--- config.mk ---
export PLATFORM = sky130hd
export DESIGN_NAME = udpq_ctrl
export DESIGN_NICKNAME = d
export VERILOG_FILES = /design/src/hdl/udpq_pkg.sv /design/src/hdl/udpq_ctrl.sv
export SDC_FILE = /design/constraint.sdc
export NUM_CORES = 1
export LEC_CHECK = 0
export BUFFER_PORTS_ARGS = -buffer_cell sky130_fd_sc_hd__buf_2
export CAP_MARGIN = 20
export CORE_AREA = 4 4 41 43
export DETAILED_ROUTE_END_ITERATION = 6
export DIE_AREA = 0 0 45 47
export MAX_ROUTING_LAYER = met4
export PLACE_DENSITY = 0.58
export SLEW_MARGIN = 20
export SYNTH_ARGS = -nofsm -noshare
export SYNTH_HDL_FRONTEND = slang
export SYNTH_SLANG_ARGS = --single-unit
--- constraint.sdc ---
create_clock -name clock -period 1.25 [get_ports clock]
set_input_delay 0 -clock clock [delete_from_list [all_inputs] [get_ports clock]]
set_output_delay 0 -clock clock [all_outputs]
set_load 0.02 [all_outputs]
--- src/hdl/udpq_pkg.sv ---
// Package: request kinds, response status codes and control/status structs.
`default_nettype none
package udpq_pkg;

   localparam logic [1:0] KIND_BIND    = 2'd0;
   localparam logic [1:0] KIND_UNBIND  = 2'd1;
   localparam logic [1:0] KIND_DELIVER = 2'd2;
   localparam logic [1:0] KIND_RECEIVE = 2'd3;

   localparam logic [3:0] ST_BOUND       = 4'd0;
   localparam logic [3:0] ST_TABLE_FULL  = 4'd1;
   localparam logic [3:0] ST_UNBOUND     = 4'd2;
   localparam logic [3:0] ST_ENQUEUED    = 4'd3;
   localparam logic [3:0] ST_DROP_FULL   = 4'd4;
   localparam logic [3:0] ST_DROP_NOPORT = 4'd5;
   localparam logic [3:0] ST_DEQUEUED    = 4'd6;
   localparam logic [3:0] ST_NOT_BOUND   = 4'd7;
   localparam logic [3:0] ST_EMPTY       = 4'd8;
   localparam logic [3:0] ST_FREED       = 4'd9;

   localparam logic [1:0] SEL_ZERO   = 2'd0;
   localparam logic [1:0] SEL_REQ    = 2'd1;
   localparam logic [1:0] SEL_STORE  = 2'd2;

   typedef struct packed {
      logic       load_req;
      logic       slot_inc;
      logic       load_ptr;
      logic       bind_wr;
      logic       clr_slot;
      logic       enq_wr;
      logic       head_adv;
      logic       emit;
      logic [3:0] emit_status;
      logic [1:0] emit_sel;
      logic       emit_last;
   } cmd_type;

   typedef struct packed {
      logic [1:0] kind;
      logic       match;
      logic       slot_last;
      logic       empty;
      logic       full;
      logic       out_free;
   } stat_type;

endpackage
`default_nettype wire

--- src/hdl/udpq_ctrl.sv ---
// Controller: sequences slot scan, ring access and response emission.
`default_nettype none
module udpq_ctrl
   import udpq_pkg::*;
(
   input  wire logic     clock,
   input  wire logic     reset,
   input  wire logic     req_valid,
   output logic          req_ready,
   input  wire stat_type stat,
   output cmd_type       cmd
);

   localparam logic [2:0] S_IDLE = 3'd0;
   localparam logic [2:0] S_RD   = 3'd1;
   localparam logic [2:0] S_CHK  = 3'd2;
   localparam logic [2:0] S_LOAD = 3'd3;
   localparam logic [2:0] S_ACT  = 3'd4;
   localparam logic [2:0] S_FREE = 3'd5;
   localparam logic [2:0] S_DEQ  = 3'd6;
   localparam logic [2:0] S_MISS = 3'd7;

   logic [2:0] state_ff, state_in;

   always_ff @(posedge clock) begin
      if (reset) begin
         state_ff <= S_IDLE;
      end else begin
         state_ff <= state_in;
      end
   end

   always_comb begin
      state_in  = state_ff;
      req_ready = 1'b0;
      cmd       = '0;
      unique case (state_ff)
         S_IDLE: begin
            req_ready = 1'b1;
            if (req_valid) begin
               cmd.load_req = 1'b1;
               state_in     = S_RD;
            end
         end
         S_RD: state_in = S_CHK;
         S_CHK: begin
            priority if (stat.match) begin
               state_in = S_LOAD;
            end else if (stat.slot_last) begin
               state_in = S_MISS;
            end else begin
               cmd.slot_inc = 1'b1;
               state_in     = S_RD;
            end
         end
         S_LOAD: begin
            cmd.load_ptr = 1'b1;
            state_in     = S_ACT;
         end
         S_ACT: begin
            if (stat.out_free) begin
               cmd.emit_last = 1'b1;
               unique case (stat.kind)
                  KIND_BIND: begin
                     cmd.bind_wr     = 1'b1;
                     cmd.emit        = 1'b1;
                     cmd.emit_status = ST_BOUND;
                     state_in        = S_IDLE;
                  end
                  KIND_UNBIND: begin
                     if (stat.empty) begin
                        cmd.clr_slot    = 1'b1;
                        cmd.emit        = 1'b1;
                        cmd.emit_status = ST_UNBOUND;
                        state_in        = S_IDLE;
                     end else begin
                        state_in = S_FREE;
                     end
                  end
                  KIND_DELIVER: begin
                     cmd.emit = 1'b1;
                     if (stat.full) begin
                        cmd.emit_status = ST_DROP_FULL;
                        cmd.emit_sel    = SEL_REQ;
                     end else begin
                        cmd.enq_wr      = 1'b1;
                        cmd.emit_status = ST_ENQUEUED;
                     end
                     state_in = S_IDLE;
                  end
                  default: begin
                     if (stat.empty) begin
                        cmd.emit        = 1'b1;
                        cmd.emit_status = ST_EMPTY;
                        state_in        = S_IDLE;
                     end else begin
                        state_in = S_DEQ;
                     end
                  end
               endcase
            end
         end
         S_FREE: begin
            if (stat.out_free) begin
               cmd.emit        = 1'b1;
               cmd.emit_status = ST_FREED;
               cmd.emit_sel    = SEL_STORE;
               cmd.head_adv    = 1'b1;
               state_in        = S_ACT;
            end
         end
         S_DEQ: begin
            if (stat.out_free) begin
               cmd.emit        = 1'b1;
               cmd.emit_status = ST_DEQUEUED;
               cmd.emit_sel    = SEL_STORE;
               cmd.emit_last   = 1'b1;
               cmd.head_adv    = 1'b1;
               state_in        = S_IDLE;
            end
         end
         default: begin
            if (stat.out_free) begin
               cmd.emit      = 1'b1;
               cmd.emit_last = 1'b1;
               unique case (stat.kind)
                  KIND_BIND:    cmd.emit_status = ST_TABLE_FULL;
                  KIND_UNBIND:  cmd.emit_status = ST_UNBOUND;
                  KIND_DELIVER: begin
                     cmd.emit_status = ST_DROP_NOPORT;
                     cmd.emit_sel    = SEL_REQ;
                  end
                  default:      cmd.emit_status = ST_NOT_BOUND;
               endcase
               state_in = S_IDLE;
            end
         end
      endcase
   end

endmodule
`default_nettype wire

# After elaboration in Yosys (flattened, before gate mapping)
# Index checks and enable logic that the tools add are counted.
# op_classes
muxes,39
reduce_logical,7
n_eq_ne,11
# op_table
operator,n
two-way mux 3 bit,11
case mux 7 bit (4 select lines),1
two-way mux 8 bit,3
case mux 3 bit (6 select lines),1
two-way mux 1 bit,15
case mux 5 bit (3 select lines),1
two-way mux 5 bit,2
== test 3 bit (second input constant),3
two-way mux 9 bit,1
case mux 3 bit (3 select lines),1
== test 3 x 2 -> 1 bit (second input constant),2
!= test 2 bit (second input constant),3
case mux 3 bit (2 select lines),1
nonzero test 5 bit,1
OR reduction 5 bit,1
AND reduction 4 bit,1
OR reduction 4 bit,1
== test 3 x 1 -> 1 bit (second input constant),1
logical NOT 3 bit,1
case mux 1 bit (3 select lines),1
== test 2 x 1 -> 1 bit (second input constant),1
== test 2 bit (second input constant),1
logical NOT 2 bit,1
case mux 1 bit (2 select lines),1
OR reduction 2 bit,1
# word_totals
ff_bits,3
input_bits,10
output_inout_bits,16

# Depth between registers and ports, before layout
# Gate-level depths: netlist (run 1).
# logic_depth
word_depth,5
depth_mapped,5

# Least setup slack after synthesis (run 1)
# No wires, ideal clock.
# synth_path
path_kind,register -> output
startpoint,reg state_ff[0]
endpoint,out cmd[1] (netlist name)
path_stages_with_launch,5
slack_ns,-0.185
required_time_ns,1.250
arrival_ns,1.435
cell_sequence,dfxtp_1 -> inv_1 -> and3_1 -> a21oi_1 -> nor4b_1
# synth_lines
element,line,text
start: declaration,udpq_ctrl.sv:23,"logic [2:0] state_ff, state_in;"
start signal: assignment,udpq_ctrl.sv:29,state_ff <= state_in;
end: declaration,udpq_ctrl.sv:11,output cmd_type cmd

==> results.cfg, run 1 <==
[route]
antenna_left = 0
drt_iter0_markers = 14
drt-wirelength-per-cell_um = 12.2
wl_mm = 1.45
viasPerCell = 4.98
drtPass1Iterations = 3
vias = 593
route.detailed.drc = 0

[grt]
gr-total-overflow = 0
grt_pass1_vias = 567
grt_max_degree = 14
antenna_found_initial = 0
grt_pass1_wl_mm = 2.33
track_usage_pct = 15.0

[cells_and_area]
layout_commonest_cell = buf_4
mostFrequentLayoutCells = buf_4 (20), buf_2 (16), a21oi_1 (8), nor2_1 (6), nand2b_1 (5)
reg_top3 = state_ff x3
num-nets-final = 115
area_delta_synth_final_pct = 85.4
drive_above_1_share_pct = 56.7
largest_register_ffs = 3
insertedDiodeCount = 0
regMostFlops = state_ff
utilization_pct = 58.7

[placement]
hpwl_mm = 1.02
numPortBuffers = 25
gp_congestion = 0.800
pre_cts_ws_ps = -22.4

[clock_tree]
cts_max_level = 1
cts_buffer_depth = 2
clockRootBuffer = clkbuf_4
clock_sinks = 3
clock_latency_ps = 230
cts_tree = yes
cts_buffers = 3
clk_pin_slew_ps = 40

[sta]
worstMarginPinSlew_ps = 367
setup_viol = 8
max_freq_mhz = 759
clock_skew_ps = 1.83
hold_violations = 0
final.setup.worst_slack_ps = -67.5
period_share_pct = 105
fin_crit_ps = 1320
grt_setup_unrepaired = yes
slew_violations = 0
max_slew_margin_pct = 75.2

[run_status]
status = complete, but fails checks
violations = negative setup slack

[worst_setup_path]
critPathKind = flip-flop to output port
reg2reg_slack_ps = 20
critical-path-max-stage-delay_ps = 360
worst-path-buf-inv = 2
required_ps = 1250
cp_cell_sequence = buf_6, or3_4, nor3_2, buf_4
startpoint_type = flip-flop
critPathTopFamily = simple AND/OR/NAND/NOR gates
ff2ff_path_depth = 5
endpoint_kind = output port
cp_slowest_cell = dfxtp_4
r2r-start = state_ff[0]
crit_arrival_ps = 1320
cp_max_fo = 6
timing.rr.end = state_ff[1]

[yosys]
yosysWarnings = 0
synth_compound_area_share_pct = 28.3
avgSynthCellArea_um2 = 6.53
syn_inst = 63
synth_cell_types = 26
synth-xor-area-share_pct = 0
synth_fp_nets = 73
synth-seq-cells = 3
synth_fa_ha_area_share_pct = 0
synth-simple-area-share_pct = 43.5
yosysSeqAreaShare_pct = 14.6
muxShareOfSynthArea_pct = 0
synth_top_family_by_area = simple AND/OR/NAND/NOR gates
synth_area_um2 = 412

[floorplanning]
coreArea_um2 = 1300
dieHeight_um = 47
pin_count = 26
num_rows = 13
fp.dieW_um = 45
start_util_pct = 31.6
dieArea_um2 = 2120

[job]
maxCapViolations = 0

[hold_path]
hp-start = stat[0]
hold_path_end = state_ff[0]
min_path_cells = 4
worst_hold_path_type = input port to flip-flop

[pwr]
p_leak_nw = 0.354
ir_worst_vdd_v = 0.000769
p_per_area_nw_per_um2 = 1390
==> timing repair <==
item	in CTS	in global routing
hold buffers	1	0
pin swaps	4	3
gates resized for setup	21	11
setup endpoints to repair	16	12
setup buffers	1	4
endpoints found under the hold margin	3	0
==> cell type report <==
class / count / area, um2
well taps: 15 / 18.8
multi-input cells: 52 / 344
fillers: 132 / 538
clock buffers: 4 / 26.3
inverters: 4 / 17.5
repair buffers: 41 / 285
flip-flops and latches: 3 / 71.3
==> power by group <==
part           internal [W]  switching (W)  total (W)  leakage, nW
sequential         0.000136      0.0000556   0.000192       0.0267
clock              0.000119      0.0000477   0.000167       0.0150
combinational      0.000348       0.000350   0.000698        0.312
total              0.000604       0.000454    0.00106        0.354
==> worst register-to-register path, cell delays in order, from the launching register on <==
cell and delay [ps]:
dfxtp_4 360, buf_4 160, nand2b_4 140, o21ai_1 150
nand2b_1 80, a311oi_1 250
==> worst max path at each step <==
stage                       end  slack, ps         from  cells past startpoint
floorplan               cmd[14]        -90  state_ff[1]                      3
global placement    state_ff[1]        -30  state_ff[1]                      4
detailed placement  state_ff[1]        -20  state_ff[1]                      4
CTS                     cmd[11]       -110  state_ff[0]                      4
global route            cmd[11]       -120  state_ff[0]                      4
finish                  cmd[11]        -70  state_ff[0]                      4
==> cells by family after synthesis <==
logic type | count (synthesis)
AO/OA/AOI/OAI | 20
AND/OR/NAND/NOR | 32
buffers and inverters | 8
flip-flops | 3
==> stage by stage <==
stage / cells / TNS (ps) / cell area, um2 / power [W] / hold WS (ps)
6_report: 119 / -322 / 763 / 0.00106 / 120
5_1_grt: 119 / -933 / 763 / 0.00115 / 131
2_1_floorplan: 63 / -90.0 / 423 / 0.000515 / 51.0
3_5_place_dp: 109 / -22.4 / 601 / 0.000709 / 195
3_3_place_gp: 109 / -31.1 / 601 / 0.000704 / 197
4_1_cts: 115 / -426 / 702 / 0.000966 / 106
==> layer usage <==
metal	GRT usage, %	vias to the layer above	wire length (um)
met5	-	-	0
met4	3.51	0	0
li1	-	314	-
met2	25.1	10	767
met3	2.30	0	30
met1	18.8	269	649
==> synth_stat cells, drive strengths merged <==
cell type,count,area [um2]
a21oi,11,55.1
nor2,7,26.3
nand2b,6,37.5
buf,4,41.3
inv,4,15.0
dfxtp,3,60.1
nand3,3,15.0
nor3,3,15.0
o21ai,3,15.0
a21o,2,15.0
and3,2,12.5
nand2,2,10.0
nor4,2,12.5
a311oi,1,8.76
a31oi,1,6.26
and2,1,6.26
nand3b,1,7.51
nand4,1,6.26
nor2b,1,6.26
nor4b,1,8.76
o311ai,1,8.76
o31ai,1,7.51
or3,1,6.26
or3b,1,8.76
No activity file was read; power rests on OpenSTA's default activity.
==> inputs of run 2 (changes only) <==
==> constraint.sdc (replaced) <==
create_clock -name clock -period 1.6 [get_ports clock]
set_input_delay 0 -clock clock [delete_from_list [all_inputs] [get_ports clock]]
set_output_delay 0 -clock clock [all_outputs]
set_load 0.02 [all_outputs]
==> run 2 against run 1 <==
  * The flow now finishes without violations
  * First-iteration DRC count increased by 14%
  * Clock power decreased by 19%
  * Utilization decreased by 15 points
  * Sequential power decreased by 21%
  * Largest power group unchanged
  * Critical path depth unchanged
  * Worst hold slack improved by 2.7 ps
  * Final cell count decreased by 11%
==> results.cfg, run 2 (synthesis results as in run 1) <==
[sta]
setup_viol = 0
clock_skew_ps = 3.86
slew_violations = 0
period_share_pct = 92.6
max_freq_mhz = 675
max_slew_margin_pct = 70.6
grt_setup_unrepaired = no
hold_violations = 0
fin_crit_ps = 1480
setup_tns_ps = 0
worstMarginPinSlew_ps = 440

[floorplanning]
dieHeight_um = 47
pin_count = 26
coreArea_um2 = 1300
num_rows = 13
fp.dieW_um = 45
dieArea_um2 = 2120
start_util_pct = 31.6

[cells_and_area]
seqCellArea_um2 = 61.3
layout_commonest_cell = buf_2
area_delta_synth_final_pct = 38.9
utilization_pct = 43.9
drive_above_1_share_pct = 37.4
regMostFlops = state_ff
n_fill_cell = 158
insertedDiodeCount = 0
mostFrequentLayoutCells = buf_2 (25), a21oi_1 (11), nor2_1 (7), nand2b_1 (6)
reg_top3 = state_ff x3
design_area_um2 = 572
num-nets-final = 102
multi_input_area_um2 = 300
largest_register_ffs = 3

[worst_setup_path]
crit_arrival_ps = 1480
ff2ff_path_depth = 4
required_ps = 1600
timing.rr.end = state_ff[1]
crit_end = cmd[11]
reg2reg_slack_ps = 280
cp_max_fo = 8
critPathKind = flip-flop to output port
r2r-start = state_ff[1]
startpoint_type = flip-flop
startpoint = state_ff[0]
endpoint_kind = output port

[grt]
track_usage_pct = 12.7
gr-total-overflow = 0
grt_pass1_wl_mm = 1.95
grt_max_degree = 16
grt_pass1_vias = 475
antenna_found_initial = 0

[route]
drtPass1Iterations = 4
vias = 551
drt_iter0_markers = 16
viasPerCell = 5.20
drt-wirelength-per-cell_um = 11.3
route.detailed.drc = 0
antenna_left = 0
wl_mm = 1.20

[clock_tree]
clk_pin_slew_ps = 40
cts_buffer_depth = 2
clockRootBuffer = clkbuf_4
cts_tree = yes
cts_buffers = 3
cts_max_level = 1
clock_sinks = 3
clock_latency_ps = 240

[hold_path]
worst_hold_path_type = input port to flip-flop

[run_status]
status = finished, final reports clean

[pwr]
p_per_area_nw_per_um2 = 1060
p_leak_nw = 0.276
ir_worst_vdd_v = 0.000602

[job]
maxCapViolations = 0

[placement]
numPortBuffers = 25
hpwl_um = 924
placed_cell_area_um2 = 529
gp_congestion = 0.798
==> run 2: cell count changes in the layout (fill, tap and decap cells not counted), sizes merged <==
cell,delta
buf,-13
==> run 2: per-layer routing <==
layer | vias to the layer above | global-route usage (%) | routed length (um)
met5 | - | - | 0
met4 | 0 | 1.75 | 0
met3 | 0 | 4.60 | 71
met2 | 14 | 18.9 | 594
met1 | 252 | 16.8 | 535
li1 | 285 | - | -
==> run 2: worst min path at each step <==
stage                        from     endpoint  slack, ps  cells after the start
final                     stat[0]  state_ff[0]        120                      4
after floorplan             reset  state_ff[0]         70                      1
after CTS                 stat[0]  state_ff[0]        120                      4
after global placement      reset  state_ff[2]        200                      2
after detailed placement    reset  state_ff[2]        200                      2
after global routing      stat[0]  state_ff[2]        160                      4
==> run 2: layout make-up <==
class | instances | area share (%)
clock buffer | 4 | 4.60
multi-input combinational | 52 | 52.5
tap | 15 | 3.28
sequential | 3 | 10.7
timing repair buffer | 28 | 26.3
inverter | 4 | 2.63
==> run 2: through the flow <==
stage	power (W)	setup slack [ps]	hold WS (ps)	instances
4_1_cts	0.000610	85.7	121	106
3_5_place_dp	0.000468	300	197	101
2_1_floorplan	0.000399	165	69.1	63
3_3_place_gp	0.000467	325	199	101
5_1_grt	0.000672	9.73	162	106
6_report	0.000608	119	123	106
==> run 2: worst max-delay path: stages, from the launching register on <==
cell and delay [ps]:
dfxtp_1 360, buf_4 190, or3_1 400, nor3_2 120, buf_2 180
==> run 2: what timing repair did <==
item,CTS,global route
setup buffers,0,0
hold buffers,1,0
setup endpoints to repair,0,2
resized for setup,0,3
hold endpoints to repair,3,0
==> run 2: power by group <==
group | leakage, nW | switching, W | internal [W]
clock network | 0.0150 | 0.0000422 | 0.0000936
logic | 0.235 | 0.000193 | 0.000129
registers | 0.0252 | 0.0000540 | 0.0000967
==> inputs of run 3 (changes only) <==
--- a/config.mk
+++ b/config.mk
@@ -11,7 +11,6 @@
 export DETAILED_ROUTE_END_ITERATION = 6
 export DIE_AREA = 0 0 45 47
 export MAX_ROUTING_LAYER = met4
-export PLACE_DENSITY = 0.58
 export SLEW_MARGIN = 20
 export SYNTH_ARGS = -nofsm -noshare
 export SYNTH_HDL_FRONTEND = slang
==> run 3 against run 2 <==
  * Routed wire length shrank 4.2%
  * Cell area shrank 0.66%
  * Sequential power is essentially flat
  * Flip-flop and latch count is the same
  * Worst setup slack gained 4.9 ps
  * Register-to-register slack lost 20 ps
  * Clock power grew 5%
  * Utilization shrank 0.29 points
  * Final cell count is the same
  * Critical path type unchanged
==> results.cfg, run 3 (synthesis results as in run 1) <==
[worst_setup_path]
required_ps = 1600
r2r-start = state_ff[1]
ff2ff_path_depth = 4
cp_max_fo = 8
timing.rr.end = state_ff[1]
crit_arrival_ps = 1480
reg2reg_slack_ps = 260
critPathTopFamily = simple AND/OR/NAND/NOR gates
worst-path-buf-inv = 2
startpoint_type = flip-flop
critPathKind = flip-flop to output port
endpoint_kind = output port
cp_slowest_cell = or3_1
cp_cell_sequence = buf_4, or3_1, nor3_1, buf_2
critical-path-max-stage-delay_ps = 400

[route]
viasPerCell = 5.03
drtPass1Iterations = 4
wl_mm = 1.15
drt_iter0_markers = 11
drt-wirelength-per-cell_um = 10.8
vias = 533
route.detailed.drc = 0
antenna_left = 0

[cells_and_area]
reg_top3 = state_ff x3
n_fill_cell = 157
utilization_pct = 43.7
mostFrequentLayoutCells = buf_2 (25), a21oi_1 (11), nor2_1 (7), nand2b_1 (6)
num-nets-final = 102
largest_register_ffs = 3
layout_commonest_cell = buf_2
area_delta_synth_final_pct = 38.0
stdcell_count = 106
regMostFlops = state_ff
drive_above_1_share_pct = 37.4
insertedDiodeCount = 0

[grt]
use_met2_pct = 18.6
grt_max_degree = 16
grt_pass1_wl_mm = 2.12
track_usage_pct = 14.3
gr-usage-met3_pct = 8.05
gr-total-overflow = 0
antenna_found_initial = 0
met1_usage_pct = 17.2
busiest_layer = met2
grt_pass1_vias = 519

[run_status]
status = finished, final reports clean

[floorplanning]
num_rows = 13
pin_count = 26
fp.dieW_um = 45
dieHeight_um = 47
coreArea_um2 = 1300
start_util_pct = 31.6
dieArea_um2 = 2120

[placement]
gp_congestion = 0.807
pre_cts_ws_ps = 282
numPortBuffers = 25
dp.cells = 101
hpwl_um = 901

[clock_tree]
postCtsSetupRepairBufs = 0
cts_buffers = 3
cts_max_level = 1
clk_pin_slew_ps = 40
clock_sinks = 3
cts_tree = yes
cts_buffer_depth = 2
clockRootBuffer = clkbuf_4
clock_latency_ps = 250

[hold_path]
hp-start = stat[0]
min_path_cells = 4
worst_hold_path_type = input port to flip-flop
hold_path_end = state_ff[0]

[pwr]
finalPower_w = 0.000613
p_leak_nw = 0.275
ir_worst_vdd_v = 0.000725
p_per_area_nw_per_um2 = 1080

[sta]
final.setup.worst_slack_ps = 123
fin_crit_ps = 1480
setup_viol = 0
hold_violations = 0
worstMarginPinSlew_ps = 417
period_share_pct = 92.3
grt_setup_unrepaired = no
max_freq_mhz = 677
setup_tns_ps = 0
max_slew_margin_pct = 72.1
slew_violations = 0
clock_skew_ps = 9.11

[job]
maxCapViolations = 0
run 3: worst reg2reg max path, delay by kind of cell, from the launching register on:
family / cells / cell delay [ps]
DFF: 1 / 570
and+or+nand+nor: 2 / 220
AOI/OAI and AO/OA: 2 / 460
run 3: repair_timing:
item | CTS | global route
hold endpoints to repair | 3 | 0
hold buffers | 1 | 0
resized for setup | 0 | 3
endpoints found under the setup margin | 0 | 2
run 3: per-layer routing:
metal  routed length (um)  up-vias
met5                    0        -
met4                   14        0
met3                   80        2
met2                  530       14
met1                  524      233
li1                     -      284
run 3: final cells by class:
class	instances	area (um2)	share of cell area, %
clock buffer	4	26.3	4.63
tap	15	18.8	3.30
timing repair buffer	28	150	26.4
multi-input combinational	52	295	52.0
inverter	4	15.0	2.64
sequential	3	62.6	11.0
run 3: power breakdown:
group / switching, W / internal [W] / leakage, nW / total (W)
Clock: 0.0000492 / 0.0000941 / 0.0150 / 0.000143
Combinational: 0.000190 / 0.000129 / 0.234 / 0.000319
Sequential: 0.0000529 / 0.0000984 / 0.0255 / 0.000151
Total: 0.000292 / 0.000322 / 0.275 / 0.000613
run 3: metrics by stage:
| step | hold WS (ps) | area (um2) |
|---|---|---|
| 2_1_floorplan | 69.1 | 412 |
| 3_3_place_gp | 198 | 529 |
| 3_5_place_dp | 196 | 529 |
| 4_1_cts | 89.3 | 566 |
| 5_1_grt | 113 | 568 |
| 6_report | 86.9 | 568 |
run 3: how the worst max path moves through the flow:
stage	slack [ps]	cells after the start	start	to
after global routing	30	4	state_ff[0]	cmd[11]
after detailed placement	280	4	state_ff[1]	state_ff[1]
after floorplan	170	4	state_ff[0]	cmd[1]
final	120	4	state_ff[0]	cmd[11]
after CTS	50	5	state_ff[0]	cmd[1]
after global placement	310	5	state_ff[0]	cmd[1]
